$ cat config.mk
export PLATFORM = sky130hd
export DESIGN_NAME = running_min_max_mean_variance_flat
export DESIGN_NICKNAME = d
export VERILOG_FILES = /design/src/sv/rmmv_pkg.sv /design/src/sv/rmmv_if.sv /design/src/sv/running_min_max_mean_variance.sv /design/src/sv/rmmv_div.sv /design/src/flat_wrapper.sv
export VERILOG_INCLUDE_DIRS = /design/src /design/src/sv
export SDC_FILE = /design/constraint.sdc
export NUM_CORES = 2
export LEC_CHECK = 0
export ABC_CLOCK_PERIOD_IN_PS = 19300
export BUFFER_PORTS_ARGS = -buffer_cell sky130_fd_sc_hd__buf_2
export CAP_MARGIN = 10
export CORE_UTILIZATION = 40
export DETAILED_ROUTE_END_ITERATION = 7
export SYNTH_ARGS = -nofsm -noshare
export SYNTH_HDL_FRONTEND = slang
export SYNTH_SLANG_ARGS = --single-unit
$ cat constraint.sdc
create_clock -name clk -period 19.3 [get_ports clk]
set_clock_uncertainty 0.15 [all_clocks]
set_input_delay 4.825 -clock clk [delete_from_list [all_inputs] [get_ports clk]]
set_output_delay 4.825 -clock clk [all_outputs]
set_load 0.005 [all_outputs]
$ cat src/sv/running_min_max_mean_variance_macros.svh
// Assertion macros for the running statistics block.
`ifndef RUNNING_MIN_MAX_MEAN_VARIANCE_MACROS_SVH
`define RUNNING_MIN_MAX_MEAN_VARIANCE_MACROS_SVH

`ifndef SYNTHESIS
// Plain property, clocked on clk, off during reset
`define RMMV_ASSERT(lbl, prop) \
	lbl: assert property (@(posedge clk) disable iff (!arst_n) prop) \
		else $error("rmmv assertion failed");
// Same-cycle implication
`define RMMV_ASSERT_IMPL(lbl, ante, cons) \
	lbl: assert property (@(posedge clk) disable iff (!arst_n) (ante) |-> (cons)) \
		else $error("rmmv implication failed");
`else
`define RMMV_ASSERT(lbl, prop)
`define RMMV_ASSERT_IMPL(lbl, ante, cons)
`endif

`endif

$ cat src/sv/rmmv_pkg.sv
// Shared widths, constants and types of the running statistics block.
`timescale 1ns / 1ps
package rmmv_pkg;

	localparam int SAMPLE_W = 32;
	localparam int FRAC_W   = 16;
	localparam int CNT_W    = 16;
	localparam int MEAN_W   = SAMPLE_W + FRAC_W;   // Q32.16 running mean
	localparam int DELTA_W  = MEAN_W + 1;
	localparam int SUM_W    = 64;
	localparam int PROD_W   = 2 * SAMPLE_W;
	localparam int DIV_W    = 64;
	localparam int PAD_W    = DIV_W - 1 - MEAN_W;
	localparam int STEP_W   = 7;

	localparam logic [STEP_W-1:0] MEAN_STEPS = STEP_W'(DIV_W - PAD_W);
	localparam logic [STEP_W-1:0] VAR_STEPS  = STEP_W'(DIV_W);

	localparam logic [CNT_W-1:0]    MAX_ITEMS      = CNT_W'(65535);
	localparam logic [SAMPLE_W-1:0] SMALLEST_RESET = 32'h7FFF_FFFF;
	localparam logic [SAMPLE_W-1:0] VAR_SAT        = '1;

	// divider request and status
	typedef struct packed {
		logic              start;
		logic [STEP_W-1:0] steps;
	} div_ctl_t;

	typedef struct packed {
		logic busy;
		logic done;
	} div_sts_t;

endpackage

$ cat src/sv/rmmv_if.sv
// Valid/ready channel interfaces for sample input and result output.
`timescale 1ns / 1ps
interface rmmv_in_if import rmmv_pkg::*; ();
	logic                       valid;
	logic                       ready;
	logic signed [SAMPLE_W-1:0] sample;
	logic                       last;

	modport source (output valid, output sample, output last, input ready);
	modport sink (input valid, input sample, input last, output ready);
endinterface

interface rmmv_out_if import rmmv_pkg::*; ();
	logic                       valid;
	logic                       ready;
	logic signed [SAMPLE_W-1:0] max_value;
	logic signed [SAMPLE_W-1:0] min_value;
	logic signed [SAMPLE_W-1:0] mean_value;
	logic [SAMPLE_W-1:0]        variance_value;
	logic [CNT_W-1:0]           item_count;

	modport source (output valid, output max_value, output min_value, output mean_value,
		output variance_value, output item_count, input ready);
	modport sink (input valid, input max_value, input min_value, input mean_value,
		input variance_value, input item_count, output ready);
endinterface

$ cat src/sv/running_min_max_mean_variance.sv
// Each accepted word passes DELTA, DSTART, DIVM (mean division), UPD, AFTER, MUL and ACC.
// A last word adds a variance division (VSTART, DIVV) and then EMIT, which loads the result register.
// A new word is accepted only back in IDLE; EMIT waits while an older result is still held.
// The result register frees the input side while a result waits to be taken.
// Reset (arst_n low, asynchronous): count, mean, sum cleared, max 0, min 0x7FFFFFFF.
`timescale 1ns / 1ps
`include "running_min_max_mean_variance_macros.svh"
module running_min_max_mean_variance import rmmv_pkg::*; (
	input  logic  clk,
	input  logic  arst_n,
	rmmv_in_if.sink    samples,
	rmmv_out_if.source results
);

	typedef enum logic [10:0] {
		ST_IDLE   = 11'b000_0000_0001,
		ST_DELTA  = 11'b000_0000_0010,
		ST_DSTART = 11'b000_0000_0100,
		ST_DIVM   = 11'b000_0000_1000,
		ST_UPD    = 11'b000_0001_0000,
		ST_AFTER  = 11'b000_0010_0000,
		ST_MUL    = 11'b000_0100_0000,
		ST_ACC    = 11'b000_1000_0000,
		ST_VSTART = 11'b001_0000_0000,
		ST_DIVV   = 11'b010_0000_0000,
		ST_EMIT   = 11'b100_0000_0000
	} state_t;

	state_t state_q, state_d;

	logic [CNT_W-1:0]           seen_count_q;
	logic signed [SAMPLE_W-1:0] largest_q;
	logic signed [SAMPLE_W-1:0] smallest_q;
	logic [MEAN_W-1:0]          mean_q;
	logic [SUM_W-1:0]           dev_sum_q;
	logic                       res_valid_q;

	logic [SAMPLE_W-1:0]   sample_q;
	logic                  last_q;
	logic [DELTA_W-1:0]    delta_q;
	logic [SAMPLE_W-1:0]   a_q;
	logic [SAMPLE_W-1:0]   b_q;
	logic [PROD_W-1:0]     prod_q;

	logic signed [SAMPLE_W-1:0] max_q;
	logic signed [SAMPLE_W-1:0] min_q;
	logic signed [SAMPLE_W-1:0] mean_out_q;
	logic [SAMPLE_W-1:0]        var_q;
	logic [CNT_W-1:0]           cnt_out_q;

	div_ctl_t         div_ctl;
	div_sts_t         div_sts;
	logic [DIV_W-1:0] div_dividend;
	logic [DIV_W-1:0] div_quot;

	logic                 in_acc;
	logic                 emit_ok;
	logic [MEAN_W-1:0]    x;
	logic [DELTA_W-1:0]   delta_mag;
	logic [DELTA_W-1:0]   after;
	logic [DELTA_W-1:0]   after_mag;
	logic [MEAN_W-1:0]    quot_m;
	logic [SUM_W:0]       sum_ext;
	logic [SAMPLE_W-1:0]  var_sat;

	assign samples.ready = (state_q == ST_IDLE);
	assign in_acc        = samples.valid && samples.ready;
	assign emit_ok       = !res_valid_q || results.ready;

	// datapath helpers
	always_comb begin
		x         = {sample_q, {FRAC_W{1'b0}}};
		delta_mag = delta_q[DELTA_W-1] ? (~delta_q + DELTA_W'(1)) : delta_q;
		after     = {x[MEAN_W-1], x} - {mean_q[MEAN_W-1], mean_q};
		after_mag = after[DELTA_W-1] ? (~after + DELTA_W'(1)) : after;
		quot_m    = div_quot[MEAN_W-1:0];
		sum_ext   = {1'b0, dev_sum_q} + {{(SUM_W + 1 - (PROD_W - FRAC_W)){1'b0}},
			prod_q[PROD_W-1:FRAC_W]};
		var_sat   = (div_quot[DIV_W-1:SAMPLE_W] != '0) ? VAR_SAT : div_quot[SAMPLE_W-1:0];
	end

	// divider request
	always_comb begin
		div_ctl.start = (state_q == ST_DSTART) || (state_q == ST_VSTART);
		div_ctl.steps = (state_q == ST_VSTART) ? VAR_STEPS : MEAN_STEPS;
		div_dividend  = (state_q == ST_VSTART) ? dev_sum_q
			: {1'b0, delta_mag[MEAN_W-1:0], {PAD_W{1'b0}}};
	end

	rmmv_div u_div (
		.clk      (clk),
		.arst_n   (arst_n),
		.ctl      (div_ctl),
		.dividend (div_dividend),
		.divisor  (seen_count_q),
		.sts      (div_sts),
		.quotient (div_quot)
	);

	// sequencer
	always_comb begin
		state_d = state_q;
		case (state_q)
			ST_IDLE:   if (in_acc) state_d = ST_DELTA;
			ST_DELTA:  state_d = ST_DSTART;
			ST_DSTART: state_d = ST_DIVM;
			ST_DIVM:   if (div_sts.done) state_d = ST_UPD;
			ST_UPD:    state_d = ST_AFTER;
			ST_AFTER:  state_d = ST_MUL;
			ST_MUL:    state_d = ST_ACC;
			ST_ACC:    state_d = last_q ? ST_VSTART : ST_IDLE;
			ST_VSTART: state_d = ST_DIVV;
			ST_DIVV:   if (div_sts.done) state_d = ST_EMIT;
			ST_EMIT:   if (emit_ok) state_d = ST_IDLE;
			default:   state_d = ST_IDLE;
		endcase
	end

	// statistics state, cleared by reset and after each emitted result
	always_ff @(posedge clk or negedge arst_n) begin
		if (!arst_n) begin
			state_q      <= ST_IDLE;
			seen_count_q <= '0;
			largest_q    <= '0;
			smallest_q   <= SMALLEST_RESET;
			mean_q       <= '0;
			dev_sum_q    <= '0;
			res_valid_q  <= 1'b0;
		end else begin
			state_q <= state_d;
			if (in_acc) begin
				if (seen_count_q != MAX_ITEMS) begin
					seen_count_q <= seen_count_q + CNT_W'(1);
				end
				if (samples.sample < smallest_q) begin
					smallest_q <= samples.sample;
				end
				if (samples.sample > largest_q) begin
					largest_q <= samples.sample;
				end
			end
			if (state_q == ST_UPD) begin
				mean_q <= delta_q[DELTA_W-1] ? (mean_q - quot_m) : (mean_q + quot_m);
			end
			if (state_q == ST_ACC) begin
				dev_sum_q <= sum_ext[SUM_W] ? '1 : sum_ext[SUM_W-1:0];
			end
			if ((state_q == ST_EMIT) && emit_ok) begin
				res_valid_q  <= 1'b1;
				seen_count_q <= '0;
				largest_q    <= '0;
				smallest_q   <= SMALLEST_RESET;
				mean_q       <= '0;
				dev_sum_q    <= '0;
			end else if (results.ready) begin
				res_valid_q <= 1'b0;
			end
		end
	end

	// working registers and result register
	always_ff @(posedge clk) begin
		if (in_acc) begin
			sample_q <= samples.sample;
			last_q   <= samples.last;
		end
		if (state_q == ST_DELTA) begin
			delta_q <= {x[MEAN_W-1], x} - {mean_q[MEAN_W-1], mean_q};
		end
		if (state_q == ST_DSTART) begin
			a_q <= delta_mag[MEAN_W-1:FRAC_W];
		end
		if (state_q == ST_AFTER) begin
			b_q <= after_mag[MEAN_W-1:FRAC_W];
		end
		if (state_q == ST_MUL) begin
			prod_q <= a_q * b_q;
		end
		if ((state_q == ST_EMIT) && emit_ok) begin
			max_q      <= largest_q;
			min_q      <= smallest_q;
			mean_out_q <= mean_q[MEAN_W-1:FRAC_W];
			var_q      <= var_sat;
			cnt_out_q  <= seen_count_q;
		end
	end

	assign results.valid          = res_valid_q;
	assign results.max_value      = max_q;
	assign results.min_value      = min_q;
	assign results.mean_value     = mean_out_q;
	assign results.variance_value = var_q;
	assign results.item_count     = cnt_out_q;

	`RMMV_ASSERT_IMPL(a_div_free_at_start, state_q == ST_DSTART, !div_sts.busy)
	`RMMV_ASSERT_IMPL(a_var_only_on_last, state_q == ST_VSTART, last_q)
	`RMMV_ASSERT_IMPL(a_min_not_above_max, seen_count_q != '0, smallest_q <= largest_q)
	`RMMV_ASSERT_IMPL(a_emit_needs_count, state_q == ST_EMIT, seen_count_q != '0)

endmodule

$ cat src/sv/rmmv_div.sv
// Shared radix-2 restoring divider: one quotient bit per cycle.
`timescale 1ns / 1ps
`include "running_min_max_mean_variance_macros.svh"
module rmmv_div import rmmv_pkg::*; (
	input  logic             clk,
	input  logic             arst_n,
	input  div_ctl_t         ctl,
	input  logic [DIV_W-1:0] dividend,
	input  logic [CNT_W-1:0] divisor,
	output div_sts_t         sts,
	output logic [DIV_W-1:0] quotient
);

	logic [STEP_W-1:0] cnt_q;
	logic              done_q;
	logic [DIV_W-1:0]  acc_q;
	logic [CNT_W-1:0]  rem_q;
	logic [CNT_W-1:0]  dvs_q;

	logic [CNT_W:0] rem_sh;
	logic [CNT_W:0] rem_sub;
	logic           fits;

	// one trial subtraction
	always_comb begin
		rem_sh  = {rem_q, acc_q[DIV_W-1]};
		rem_sub = rem_sh - {1'b0, dvs_q};
		fits    = (rem_sh >= {1'b0, dvs_q});
	end

	// step counter and done pulse
	always_ff @(posedge clk or negedge arst_n) begin
		if (!arst_n) begin
			cnt_q  <= '0;
			done_q <= 1'b0;
		end else begin
			done_q <= (cnt_q == STEP_W'(1)) && !ctl.start;
			if (ctl.start) begin
				cnt_q <= ctl.steps;
			end else if (cnt_q != '0) begin
				cnt_q <= cnt_q - STEP_W'(1);
			end
		end
	end

	// dividend/quotient shift register and partial remainder
	always_ff @(posedge clk) begin
		if (ctl.start) begin
			acc_q <= dividend;
			rem_q <= '0;
			dvs_q <= divisor;
		end else if (cnt_q != '0) begin
			acc_q <= {acc_q[DIV_W-2:0], fits};
			rem_q <= fits ? rem_sub[CNT_W-1:0] : rem_sh[CNT_W-1:0];
		end
	end

	assign sts.busy = (cnt_q != '0);
	assign sts.done = done_q;
	assign quotient = acc_q;

	`RMMV_ASSERT_IMPL(a_div_no_restart, ctl.start, cnt_q == '0)
	`RMMV_ASSERT_IMPL(a_div_done_after_last, done_q, $past(cnt_q == STEP_W'(1)))
	`RMMV_ASSERT(a_div_cnt_range, cnt_q <= VAR_STEPS)

endmodule

$ cat src/flat_wrapper.sv
// flat-port wrapper written by rule: the top's interface ports become plain ports
module running_min_max_mean_variance_flat import rmmv_pkg::*;
  (clk, arst_n, samples_valid, samples_sample, samples_last, samples_ready, results_valid, results_max_value, results_min_value, results_mean_value, results_variance_value, results_item_count, results_ready);
  rmmv_in_if samples_i ();
  rmmv_out_if results_i ();
  input  logic clk;
  input  logic arst_n;
  input wire logic [$bits(samples_i.valid)-1:0] samples_valid;
  input wire logic [$bits(samples_i.sample)-1:0] samples_sample;
  input wire logic [$bits(samples_i.last)-1:0] samples_last;
  output wire logic [$bits(samples_i.ready)-1:0] samples_ready;
  output wire logic [$bits(results_i.valid)-1:0] results_valid;
  output wire logic [$bits(results_i.max_value)-1:0] results_max_value;
  output wire logic [$bits(results_i.min_value)-1:0] results_min_value;
  output wire logic [$bits(results_i.mean_value)-1:0] results_mean_value;
  output wire logic [$bits(results_i.variance_value)-1:0] results_variance_value;
  output wire logic [$bits(results_i.item_count)-1:0] results_item_count;
  input wire logic [$bits(results_i.ready)-1:0] results_ready;
  assign samples_i.valid = samples_valid;
  assign samples_i.sample = samples_sample;
  assign samples_i.last = samples_last;
  assign samples_ready = samples_i.ready;
  assign results_valid = results_i.valid;
  assign results_max_value = results_i.max_value;
  assign results_min_value = results_i.min_value;
  assign results_mean_value = results_i.mean_value;
  assign results_variance_value = results_i.variance_value;
  assign results_item_count = results_i.item_count;
  assign results_i.ready = results_ready;
  running_min_max_mean_variance u_core (.clk(clk), .arst_n(arst_n), .samples(samples_i), .results(results_i));
endmodule
==> impl_metrics.env <==
export IMPL_outcome="completed"
export IMPL_synth_edff_count=418
export IMPL_cp_start_kind="register"
export IMPL_synth_top_area_cell="fa_1"
export IMPL_fmax_mhz=109
export IMPL_drt_vias_per_instance=5.33
export IMPL_rows=150
export IMPL_drt_wl_total_um=188000
export IMPL_worstPathArrival_ns=9.42
export IMPL_syn_avg_cell_area_um2=9.78
export IMPL_period_share_pct=47.5
export IMPL_fin_util_pct=43.8
export IMPL_clock_latency_ns=0.68
export IMPL_yosys_warnings=0
export IMPL_hold_buffers=0
export IMPL_grt_first_pass_wirelength_um=299000
export IMPL_port_buffers=182
export IMPL_cts_root_buf="clkbuf_16"
export IMPL_ios=183
export IMPL_endpoint_kind="register"
export IMPL_cap_viol_max_count=0
export IMPL_drive_gt1_share_pct=6.81
export IMPL_grt_usage_pct=22.5
export IMPL_syn_area_um2=67900
export IMPL_route_detailed_drc=0
export IMPL_synth_cell_types=88
export IMPL_antenna_found_initial=5
export IMPL_wl_per_cell_um=20.4
export IMPL_hold_viol=0
export IMPL_critPathKind="register to register"
export IMPL_crit_required_ns=19.55
export IMPL_synth_seq_area_share_pct=26.8
export IMPL_grt_overflow=0
export IMPL_path_max_fanout=32
export IMPL_fin_crit_ns=9.17
export IMPL_min_delay_start="u_core.largest_q[5]$_DFFE_PN0P_"
export IMPL_synth_area_leaders="fa_1 26%, edfxtp_1 18%, ha_1 8.7%"
export IMPL_gp_congestion=0.921
export IMPL_die_h_um=414
export IMPL_synth_top_cells_by_count="1,077 x inv_1, 898 x fa_1, 788 x nand2_1"
export IMPL_die_w_um=414
export IMPL_cts_resized=0
export IMPL_drtPass1Iterations=6
export IMPL_dieArea_um2=171000
export IMPL_rsz0062_at_grt="false"
export IMPL_drtIter0Drc=3558
export IMPL_dp_hpwl_um=146000
export IMPL_finalSetupViolations=0
export IMPL_core_area_um2=168000
export IMPL_synth_top_area_share_pct=26.5
export IMPL_syn_nets=8345
export IMPL_min_path_type="register to register"
export IMPL_path_clk_slew_ns=0.06
export IMPL_final_nets=8352
export IMPL_initial_core_util_pct=40.4
export IMPL_vias=49100
export IMPL_grt_max_degree=131
export IMPL_synth_most_common_cell="inv_1"
export IMPL_syn_inst=6937
export IMPL_ant_nets=0
export IMPL_synthArstFlopShare_pct=32.8
export IMPL_ys_seq_elements=646
export IMPL_cts_sinks=646
export IMPL_tns_ns=0
export IMPL_htreeDepth=3
export IMPL_tightestPinTransition_ns=1.26
export IMPL_areaGrowthSynthToFinish_pct=8.36
export IMPL_slew_headroom_pct=16.2
export IMPL_drv_slew=0
export IMPL_cts_tree="done"
export IMPL_grt_pass1_vias=50700
export IMPL_rr_startpoint="u_core.b_q[5]$_DFFE_PP_"
export IMPL_post_cts_buffers=0
export IMPL_synth_main_ff_cell="edfxtp_1"
export IMPL_cts_made_buffers=73
export IMPL_clockBufferDepth=3
export IMPL_startpoint="u_core.b_q[5]$_DFFE_PP_"
per-stage QoR:
stage | area [um2] | hold slack, ns | instances | setup WS (ns)
after global routing | 73500 | 0.303 | 9209 | 9.74
after detailed placement | 71000 | 0.285 | 9071 | 10.20
after CTS | 73500 | 0.296 | 9207 | 10.15
final | 73500 | 0.300 | 9210 | 10.13
after global placement | 71000 | 0.280 | 9071 | 10.22
after floorplan | 67900 | 0.275 | 6937 | 9.32
critical path, cell delays in order, from the launching register on:
cell	delay, ns
edfxtp_1	1.08
and2_1	0.28
fa_1	0.44
fa_1	0.50
fa_1	0.52
inv_1	0.05
fa_1	0.48
inv_1	0.05
fa_1	0.48
fa_1	0.46
fa_1	0.52
inv_1	0.05
fa_1	0.48
inv_1	0.04
ha_1	0.32
a21o_1	0.20
a21o_1	0.17
a221oi_1	0.29
o21a_1	0.25
nand4_1	0.29
a31oi_1	0.47
o211ai_1	0.19
a21oi_1	0.41
nor4_1	0.12
nor3_1	0.29
o21ai_0	0.15
xor2_1	0.16
cell families (layout without fill, tap and decap cells):
| logic type | Yosys count | count (layout) | synth area share [%] |
|---|---|---|---|
| buf+inv | 1424 | 1492 | 7.88 |
| flops | 646 | 646 | 26.8 |
| simple gates | 2098 | 2098 | 15.6 |
| other cells | 0 | 1 | 0 |
| xor+xnor | 316 | 316 | 4.08 |
| mux | 13 | 13 | 0.197 |
| fa+ha+maj | 1371 | 1371 | 35.2 |
| compound gates | 1069 | 1069 | 10.2 |
layout make-up:
type,count,area (um2)
fill,16200,94300
multi-input combinational,4867,44400
sequential,646,18200
timing repair buffer,277,1690
tap,2204,2760
clock inverter,39,380
clock buffer,97,2060
antenna,1,2.50
inverter,1079,4060
path summary, 6_finish.rpt:
path / cells past startpoint / to / slack, ns
hold / removal: 0 / u_core.results.max_value[5]$_DFFE_PP_ / 0.30
setup / recovery: 26 / u_core.prod_q[58]$_DFFE_PP_ / 10.13
min in group asynchronous: 1 / u_core.largest_q[24]$_DFFE_PN0P_ / 4.07
setup reg to reg: 26 / u_core.prod_q[58]$_DFFE_PP_ / 10.13
hold reg to reg: 0 / u_core.results.max_value[5]$_DFFE_PP_ / 0.30
max in group asynchronous: 2 / u_core.mean_q[3]$_DFFE_PN0P_ / 13.65
flip-flops by register name (all words and copies together) (netlist names), 7 cells and up:
signal                         flops
u_core.results.variance_value     32
u_core.b_q                        32
u_core.seen_count_q               16
u_core.sample_q                   32
u_core.results.mean_value         32
u_core.results.item_count         16
u_core.results.max_value          32
u_core.largest_q                  32
u_core.u_div.dvs_q                16
u_core.mean_q                     48
u_core.state_q                    11
u_core.results.min_value          32
u_core.u_div.rem_q                16
u_core.u_div.cnt_q                 7
u_core.dev_sum_q                  64
u_core.delta_q                    49
u_core.u_div.quotient             64
u_core.smallest_q                 32
u_core.a_q                        32
u_core.prod_q                     48
layout by cell type, fill, tap and decap left out, types with 60 or more instances in the layout:
master     instances
nand2_1          788
edfxtp_1         418
dfrtp_1          180
nor2_1           203
o21ai_0          194
fa_1             898
xor2_1           119
buf_4             92
buf_2            181
inv_1           1075
xnor2_1          197
a31oi_1           81
ha_1             473
nand3_1           91
clkbuf_16         76
a21o_1           140
and2_1           635
o31ai_1           60
nor3_1            67
a21oi_1          304
metal layers:
layer | track usage [%] | share of wire (%)
met1 | 31.4 | 45
met2 | 36.0 | 46
met3 | 3.65 | 6.6
met4 | 6.14 | 2.5
met5 | 0 | 0.0043
Power is not shown: default switching activity piles up to over one toggle a cycle in this logic, so the estimate is an artifact.
